$ cat src/irz_ram.sv
// ----------------------------------------------------------------------------
// Generic RAM
// One write port and one read port with registered read data.
// ----------------------------------------------------------------------------
module irz_ram #(
   parameter int WIDTH = 28,
   parameter int DEPTH = 16,
   parameter int AW = (DEPTH > 1) ? $clog2(DEPTH) : 1
) (
   input  logic             clock,
   input  logic             we,
   input  logic [AW-1:0]    waddr,
   input  logic [WIDTH-1:0] wdata,
   input  logic [AW-1:0]    raddr,
   output logic [WIDTH-1:0] rdata
);

   logic [WIDTH-1:0] mem [DEPTH];
   logic [WIDTH-1:0] rdata_ff;

   // Write and registered read.
   always_ff @(posedge clock) begin
      if (we) begin
         mem[waddr] <= wdata;
      end
      rdata_ff <= mem[raddr];
   end

   assign rdata = rdata_ff;

endmodule

$ cat config.mk
export PLATFORM = sky130hd
export DESIGN_NAME = irz_ram
export DESIGN_NICKNAME = d
export VERILOG_FILES = /design/src/irz_ram.sv
export SDC_FILE = /design/constraint.sdc
export NUM_CORES = 1
export LEC_CHECK = 0
export BUFFER_PORTS_ARGS = -buffer_cell sky130_fd_sc_hd__buf_2
export CAP_MARGIN = 0
export CORE_MARGIN = 4
export CORE_UTILIZATION = 55
export DETAILED_ROUTE_END_ITERATION = 12
export HOLD_SLACK_MARGIN = 0.1
export MAX_ROUTING_LAYER = met4
export PLACE_DENSITY = 0.72
export SLEW_MARGIN = 10
export SYNTH_ARGS = -nofsm -noshare
export SYNTH_HDL_FRONTEND = slang
export SYNTH_SLANG_ARGS = --single-unit
$ cat constraint.sdc
create_clock -name clock -period 3.8 [get_ports clock]
set_input_delay 0 -clock clock [delete_from_list [all_inputs] [get_ports clock]]
set_output_delay 0 -clock clock [all_outputs]
set_load 0.02 [all_outputs]
==> reports/results.ini, run 1 <==
[status]
status=complete, no violations

[worst_setup_path]
crit_path_max_incr_delay_ns=0.83
endpoint_kind=flop
path_cells=dlygate4sd3_1, buf_2, nand2b_1, nor2_4, buf_4
worst-path-buf-inv=3
crit_slowest_cell=nor2_4
critical_path_arrival_ns=2.25
critical_path_class=primary input to flop
cpLargestDelayFamily=simple AND/OR/NAND/NOR gates
cp-start-kind=primary input
crit_fanout=20
cp.required_ns=4.03

[cts]
post-cts-setup-buffer-count=0
cts_tree=yes
post_cts_resized=0
clk_path_buf_depth=3
cts.clk_slew.worst_paths_ns=0.06
cts_buffers=47
clkSinkCount=476
h-tree-depth=2
clock_latency_ns=0.55
ctsRootBufferMaster=clkbuf_16

[floorplan]
die_h_um=187
ios=66
die-width_um=187
placementRows=65
start_util_pct=55.7
dieArea_mm2=0.0348
core_mm2=0.0315

[sta]
max_freq_mhz=495
finalCritPeriodShare_pct=53.2
finalHoldViolCount=0
clock_skew_ns=0.0147
holdWs_ns=0.240
worst_pin_slew_ns=1.26
fin_crit_ns=2.02
setup_tns_ns=0
setup_viol=0
rsz0062_at_grt=false
max_slew_margin_pct=15.5
slew_violations=0

[logic_synthesis]
synth-seq-cells=476
syn_nets=773
netlist_instances=735
synth_warnings=0
synth_top_flop_cell=edfxtp_1
yosysSeqAreaShare_pct=79.9
async_flop_share_pct=0
synth_edf_count=448
netlist_area_mm2=0.0175
yosys.area.top_type_share_pct=76.7
syn_avg_cell_area_um2=23.9
ys_types=20
synth_top_area_cell=edfxtp_1
synth_area_leaders=edfxtp_1, mux4_2, dfxtp_1, mux4_1, a22oi_1

[grt]
grt_pass1_wl_um=54200
grt_max_degree=65
grt_overflow=0
grt_antenna_before_repair=0
grt_pass1_vias=8529
grtUsageTotal_pct=21.3

[final_layout]
postLayoutCoreUtil_pct=64.4
area_growth_pct=15.6
regArea_mm2=0.0140
n_fill_cell=2007
multi_input_area_mm2=0.00337
nets=903
num_antenna_cells=0
drive_gt1_share_pct=29.6

[drt]
postRouteAntennaNets=0
wl_um=35300
drt_iter0_drc=911
first_pass_iters=4
drt-vias-per-instance=6.18
vias=8063
drc_errors=0
routedWlPerCell_um=27.1

[power]
power_density_mw_per_mm2=543
p_leak_nw=6.62
peakVddDrop_mv=0.379

[run]
max-cap-violations=0

[placement]
gp_congestion=0.731
dp_hpwl_um=18200
port-buffer-count=65

[hold_path]
hp-class=primary input to flop

cell usage after synthesis, types with 3 or more instances:
cell type  count
edfxtp_1     448
mux4_2        94
a22oi_1       56
nand2_1       29
dfxtp_1       28
clkbuf_1      20
mux4_1        18
nor2_1        13
buf_12         5
buf_2          5
nor3_1         4
buf_8          3
cell type report:
type | count | area share [%]
flip-flops and latches | 476 | 69.1
multi-input cells | 223 | 16.6
clock buffers | 72 | 6.87
repair buffers | 117 | 4.20
well taps | 402 | 2.48
clock inverters | 14 | 0.704
worst reg2reg max path, stage by stage (launching register included):
cell and delay (ns):
edfxtp_1 0.37, mux4_2 0.49, a22oi_1 0.27, nand2_1 0.10
layout by cell type, fill, tap and decap left out, drive strengths merged:
master,netlist,layout
edfxtp,448,448
nand3b,2,2
and2,1,1
clkbuf,21,72
nor2,13,13
a22oi,56,56
buf,15,86
dfxtp,28,28
nor3,4,4
clkinvlp,0,1
mux4,112,112
nand3,1,1
nor2b,2,2
nand2b,2,2
or3b,1,1
dlygate4sd3,0,31
bufinv,0,3
nand2,29,29
clkinv,0,10
final timing paths:
kind | from | endpoint | slack (ns) | cells past startpoint
worst max-delay path | waddr[1] | mem[13][3]$_DFFE_PP_ | 1.78 | 5
worst min-delay path | raddr[3] | rdata[24]$_DFF_P_ | 0.24 | 5
worst max register to register | mem[3][9]$_DFFE_PP_ | rdata[9]$_DFF_P_ | 2.44 | 3
worst min register to register | mem[15][11]$_DFFE_PP_ | rdata[11]$_DFF_P_ | 0.67 | 3
registers in the layout (all words and copies together), names as in the netlist:
name / count
mem: 448
rdata: 28
through the flow:
| stage | total power (W) | setup WS, ns | area [um2] | instances |
|---|---|---|---|---|
| after floorplan | 0.00634 | 0.901 | 17500 | 735 |
| after global placement | 0.00653 | 1.74 | 18400 | 1185 |
| after detailed placement | 0.00655 | 1.70 | 18400 | 1185 |
| after CTS | 0.0111 | 1.79 | 20200 | 1302 |
| after global routing | 0.0114 | 1.71 | 20300 | 1304 |
| final | 0.0110 | 1.78 | 20300 | 1304 |
report_power, final:
group | switching [W] | total (W) | leakage, nW | internal, W
registers | 0.0000367 | 0.00591 | 4.28 | 0.00587
logic | 0.000329 | 0.000558 | 1.58 | 0.000229
clock network | 0.00183 | 0.00455 | 0.751 | 0.00272
cells by family (layout without fill, tap and decap cells):
logic type,Yosys count,after routing,share of synthesized area (%)
buf+inv,36,203,1.56
mux,112,112,14.8
compound gates,56,56,2.40
simple gates,55,55,1.36
flops,476,476,79.9
routing by layer:
metal / GRT usage (%) / up-vias / part of all wire, %
li1: - / 3415 / -
met2: 33.1 / 312 / 50
met5: - / - / 0
met4: 4.47 / 0 / 1.7
met1: 30.6 / 4276 / 41
met3: 3.85 / 60 / 7.1
repair_timing:
item / in CTS / in global routing
hold buffers: 31 / 0
setup endpoints to repair: 0 / 0
endpoints found under the hold margin: 468 / 0
No activity file was read; power rests on OpenSTA's default activity.
==> run 2: changes to the inputs <==
- clock period: 3.8 -> 2.1 ns (I/O delays scaled with it)
==> reports/results.ini, run 2 (synthesis results as in run 1) <==
[status]
status=complete, no violations

[worst_setup_path]
critical_path_class=flop to flop
reg2reg_from=mem[3][19]$_DFFE_PP_
r2r_cells=3  ; unchanged
cp.required_ns=2.51  ; -1.52 ns
critical_path_arrival_ns=1.83  ; -0.42 ns
cp-start-kind=flop
crit_fanout=1  ; -95%
ff2ff_setup_slack_ns=0.68  ; -1.76 ns
endpoint_kind=flop
reg2reg_to=rdata[19]$_DFF_P_

[cts]
cts_buffers=47  ; unchanged
clk_path_buf_depth=3  ; unchanged
cts.clk_slew.worst_paths_ns=0.06  ; about the same
cts_tree=yes
clock_latency_ns=0.54  ; about the same
clkSinkCount=476  ; unchanged
h-tree-depth=2  ; unchanged
ctsRootBufferMaster=clkbuf_16
post-cts-setup-buffer-count=0  ; unchanged

[hold_path]
min_to=mem[12][4]$_DFFE_PP_
hold_start=waddr[0]
holdPathStages=3  ; -2
hp-class=primary input to flop

[grt]
grt_max_degree=35  ; -46%
grt_pass1_wl_um=53900  ; -0.66%
grt_antenna_before_repair=0  ; unchanged
grtUsageTotal_pct=21.2  ; -0.12 points
grt_pass1_vias=8508  ; -0.25%
grt_overflow=0  ; unchanged

[final_layout]
num_antenna_cells=0  ; unchanged
nets=919  ; +1.8%
layout_common_cells=edfxtp_1, mux4_2, buf_2, a22oi_1, clkbuf_16
largest_register_ffs=448  ; unchanged
regMostFlops=mem
final_common_cell=edfxtp_1
postLayoutCoreUtil_pct=65.1  ; +0.69 points
drive_gt1_share_pct=30.8  ; +1.2 points
area_growth_pct=16.8
stdcell_count=1321  ; +1.3%

[sta]
setup_viol=0  ; unchanged
finalHoldViolCount=0  ; unchanged
max_slew_margin_pct=64.5  ; +49 points
worst_pin_slew_ns=0.533  ; -0.732 ns
clock_skew_ns=0.00971  ; -0.00495 ns
slew_violations=0  ; unchanged
max_freq_mhz=705
rsz0062_at_grt=false
setup_ws_ns=0.681  ; -1.10 ns
fin_crit_ns=1.42
finalCritPeriodShare_pct=67.6

[placement]
dp_hpwl_um=18800  ; +3.4%
gp_congestion=0.739  ; +1.1%
dp.cells=1206  ; +1.8%
port-buffer-count=65  ; unchanged
place_ws_ns=0.386  ; -1.31 ns

[floorplan]
dieArea_mm2=0.0348  ; unchanged
ios=66  ; unchanged
core_mm2=0.0315  ; unchanged
die_h_um=187  ; unchanged
start_util_pct=55.7  ; unchanged
placementRows=65  ; unchanged
die-width_um=187  ; unchanged

[drt]
vias=8154  ; +1.1%
drc_errors=0  ; unchanged
first_pass_iters=5  ; +1
postRouteAntennaNets=0  ; unchanged
drt_iter0_drc=815  ; -11%
wl_um=35300  ; -0.20%
drt-vias-per-instance=6.17  ; -0.17%
routedWlPerCell_um=26.7  ; -1.5%

[power]
power_density_mw_per_mm2=960  ; +77%
peakVddDrop_mv=0.620  ; +64%
p_leak_nw=6.70  ; +1.3%

[run]
max-cap-violations=0  ; unchanged

-- run 2: cell types whose count changed in the layout (fill, tap and decap cells not counted) --
cell	before	now
buf_4	18	26
clkbuf_8	8	3
clkbuf_1	15	16
clkinv_1	4	7
nor3_4	0	4
bufinv_16	3	2
dlygate4sd3_1	31	28
buf_12	4	15
clkinv_2	6	5
nor3_2	4	0
clkinvlp_4	1	5
-- run 2: what timing repair did --
action,4_1_cts,5_1_grt
gates resized for setup,0,0
hold buffers,28,0
endpoints found under the hold margin,448,0
-- run 2: critical path, stage by stage (launching register included) --
cell,delay (ns)
edfxtp_1,0.38
mux4_2,0.48
a22oi_1,0.34
nand2_1,0.11
-- run 2: cell type report --
type                       instances  area [um2]
clock buffer                      68        1330
clock inverter                    19         149
fill                            1978       11000
multi-input combinational        223        3390
sequential                       476       14000
tap                              402         503
timing repair buffer             133        1100
-- run 2: how the worst max path moves through the flow --
stage,from,endpoint,depth (start not counted)
4_1_cts,mem[3][19]$_DFFE_PP_,rdata[19]$_DFF_P_,3
5_1_grt,mem[3][19]$_DFFE_PP_,rdata[19]$_DFF_P_,3
3_5_place_dp,raddr[0],rdata[4]$_DFF_P_,5
3_3_place_gp,raddr[0],rdata[4]$_DFF_P_,5
2_1_floorplan,waddr[2],mem[1][0]$_DFFE_PP_,2
6_report,mem[3][19]$_DFFE_PP_,rdata[19]$_DFF_P_,3
-- run 2: power by group --
group	switching, W	internal, W	total [W]
clock	0.00330	0.00463	0.00794
combinational	0.000611	0.000441	0.00105
sequential	0.0000659	0.0106	0.0107
-- run 2: stage by stage --
stage | cell area [um2] | total power (W) | hold WS (ns) | TNS [ns]
floorplan | 17600 | 0.0115 | 0.0989 | -2.92
detailed placement | 18700 | 0.0119 | 0.372 | 0
global placement | 18700 | 0.0118 | 0.344 | 0
global route | 20500 | 0.0203 | 0.165 | 0
CTS | 20500 | 0.0198 | 0.143 | 0
finish | 20500 | 0.0197 | 0.156 | 0
-- run 2: metal layers --
layer / share of wire, % / track usage [%]
met1: 42 / 30.9
met2: 48 / 32.3
met3: 7.6 / 3.74
met4: 1.7 / 4.86
met5: 0 / -
==> run 3: changes to the inputs <==
- clock period: 2.1 -> 1.4 ns (I/O delays scaled with it)
==> reports/results.ini, run 3 (synthesis results as in run 1) <==
[status]
status=complete, no violations

[power]
seq_power_share_pct=54.8  ; +0.5 points
swShare_pct=20.1  ; -0.18 points
p_switching_w=0.00587  ; +48%
p_leak_nw=6.82  ; +1.7%
finalPower_w=0.0293  ; +49%
power_frac_comb_pct=5.6  ; +0.3 points
power_density_mw_per_mm2=1410  ; +47%
clkPwrFrac_pct=39.7  ; -0.6 points
intPower_w=0.0234  ; +49%
peakVddDrop_mv=0.823  ; +33%

[sta]
max_freq_mhz=730
worst_pin_slew_ns=0.627  ; +0.0942 ns
finalCritPeriodShare_pct=97.9
setup_tns_ns=0  ; unchanged
finalHoldViolCount=0  ; unchanged
setup_viol=0  ; unchanged
holdWs_ns=0.180  ; +0.0247 ns
fin_crit_ns=1.37
slew_violations=0  ; unchanged
max_slew_margin_pct=58.1  ; -6.4 points
clock_skew_ns=0.00798  ; -0.00173 ns
rsz0062_at_grt=false

[drt]
vias=8243  ; +1.1%
postRouteAntennaNets=0  ; unchanged
drt-vias-per-instance=6.19  ; +0.33%
wl_um=35800  ; +1.5%
routedWlPerCell_um=26.9  ; +0.70%
drt_iter0_drc=968  ; +19%
first_pass_iters=5  ; unchanged
drc_errors=0  ; unchanged

[grt]
grt_overflow=0  ; unchanged
grtUsageTotal_pct=21.2  ; about the same
grt_pass1_wl_um=53900  ; about the same
grt_antenna_before_repair=0  ; unchanged
grt_max_degree=31  ; -11%
grt_pass1_vias=8697  ; +2.2%

[floorplan]
core_mm2=0.0315  ; unchanged
dieArea_mm2=0.0348  ; unchanged
start_util_pct=55.7  ; unchanged
die-width_um=187  ; unchanged
placementRows=65  ; unchanged
ios=66  ; unchanged
die_h_um=187  ; unchanged

[final_layout]
final_common_cell=edfxtp_1
area_growth_pct=18.5
nets=932  ; +1.4%
drive_gt1_share_pct=31.0  ; +0.21 points
num_antenna_cells=0  ; unchanged
n_fill_cell=1965  ; -0.66%
largest_register_ffs=448  ; unchanged
layout_common_cells=edfxtp_1, mux4_2, buf_2, a22oi_1, clkbuf_16
stdcell_area_mm2=0.0208  ; +1.4%
stdcell_count=1331  ; +0.76%
regMostFlops=mem

[run]
max-cap-violations=0  ; unchanged

[cts]
ctsRootBufferMaster=clkbuf_16
clkSinkCount=476  ; unchanged
clk_path_buf_depth=3  ; unchanged
cts_tree=yes
post_cts_resized=0  ; unchanged
cts.clk_slew.worst_paths_ns=0.06  ; about the same
cts_buffers=46  ; -2.1%
h-tree-depth=2  ; unchanged
clock_latency_ns=0.54  ; about the same

[worst_setup_path]
path_cells=dlygate4sd3_1, buf_2, or3b_4, nor3_4, buf_12, clkbuf_16
crit_slowest_cell=dlygate4sd3_1
critical_path_arrival_ns=1.62  ; -0.21 ns
endpoint_kind=flop
cp-start-kind=primary input
crit_fanout=7  ; +6
cpLargestDelayFamily=buffers and inverters
cp.required_ns=1.65  ; -0.86 ns
crit_path_max_incr_delay_ns=0.53  ; +0.05 ns
worst-path-buf-inv=4  ; +4
critical_path_class=primary input to flop

[placement]
port-buffer-count=65  ; unchanged
gp_congestion=0.757  ; +2.4%
dpl_cell_area_mm2=0.0189  ; +1.1%
dp_hpwl_um=18300  ; -2.7%
dp.cells=1211  ; +0.41%

[hold_path]
hp-class=primary input to flop

## run 3: cell types whose count changed in the layout (fill, tap and decap cells not counted)
| cell | before | now |
|---|---|---|
| clkbuf_1 | 16 | 11 |
| or3b_4 | 0 | 1 |
| clkinv_1 | 7 | 11 |
| clkinvlp_4 | 5 | 1 |
| dlygate4sd3_1 | 28 | 34 |
| buf_2 | 63 | 62 |
| inv_6 | 0 | 1 |
| buf_4 | 26 | 18 |
| buf_6 | 1 | 2 |
| or3b_2 | 1 | 0 |
| buf_12 | 15 | 29 |
| clkbuf_8 | 3 | 5 |
## run 3: timing repair
action / in CTS / in global routing
hold buffers: 34 / 0
endpoints found under the setup margin: 0 / 28
setup buffers: 0 / 1
hold endpoints to repair: 460 / 0
## run 3: final timing paths
check	from	end	slack [ns]	cells past startpoint
worst max-delay path	waddr[2]	mem[0][15]$_DFFE_PP_	0.03	6
worst min register to register	mem[12][15]$_DFFE_PP_	rdata[15]$_DFF_P_	0.65	3
worst min-delay path	raddr[3]	rdata[6]$_DFF_P_	0.18	6
worst max register to register	mem[11][24]$_DFFE_PP_	rdata[24]$_DFF_P_	0.07	3
## run 3: power groups by stage
stage / logic [W] / registers, W / clock network [W]
finish: 0.00163 / 0.0160 / 0.0116
global route: 0.00175 / 0.0161 / 0.0124
CTS: 0.00164 / 0.0160 / 0.0118
detailed placement: 0.00156 / 0.0163 / 0
global placement: 0.00151 / 0.0163 / 0
floorplan: 0.000802 / 0.0164 / 0
## run 3: per-layer routing
metal / track usage (%) / vias up / share of wire, % / routed length, um
li1: - / 3482 / - / -
met1: 31.0 / 4363 / 42 / 15200
met2: 32.6 / 357 / 49 / 17500
met3: 3.44 / 41 / 7.3 / 2600
met4: 4.41 / 0 / 1.4 / 516
met5: - / - / 0 / 0
## run 3: cell type report
class	instances	area, um2	area share [%]
clock buffers	63	1290	6.19
clock inverters	20	143	0.687
multi-input cells	223	3390	16.3
flip-flops and latches	476	14000	67.4
well taps	402	503	2.42
repair buffers	147	1440	6.93
## run 3: worst register-to-register path, delay by kind of cell, from the launching register on
kind / cells / cell delay [ns]
compound gates: 1 / 0.23
flops: 1 / 0.38
mux: 1 / 0.50
simple gates: 1 / 0.10
## run 3: metrics by stage
step / util (%) / setup slack, ns
2_1_floorplan: - / -0.329
3_5_place_dp: 60.2 / -0.0324
6_report: 66.0 / 0.0299
3_3_place_gp: 60.2 / -0.0259
4_1_cts: 65.8 / 0.00897
5_1_grt: 66.0 / 0.00377
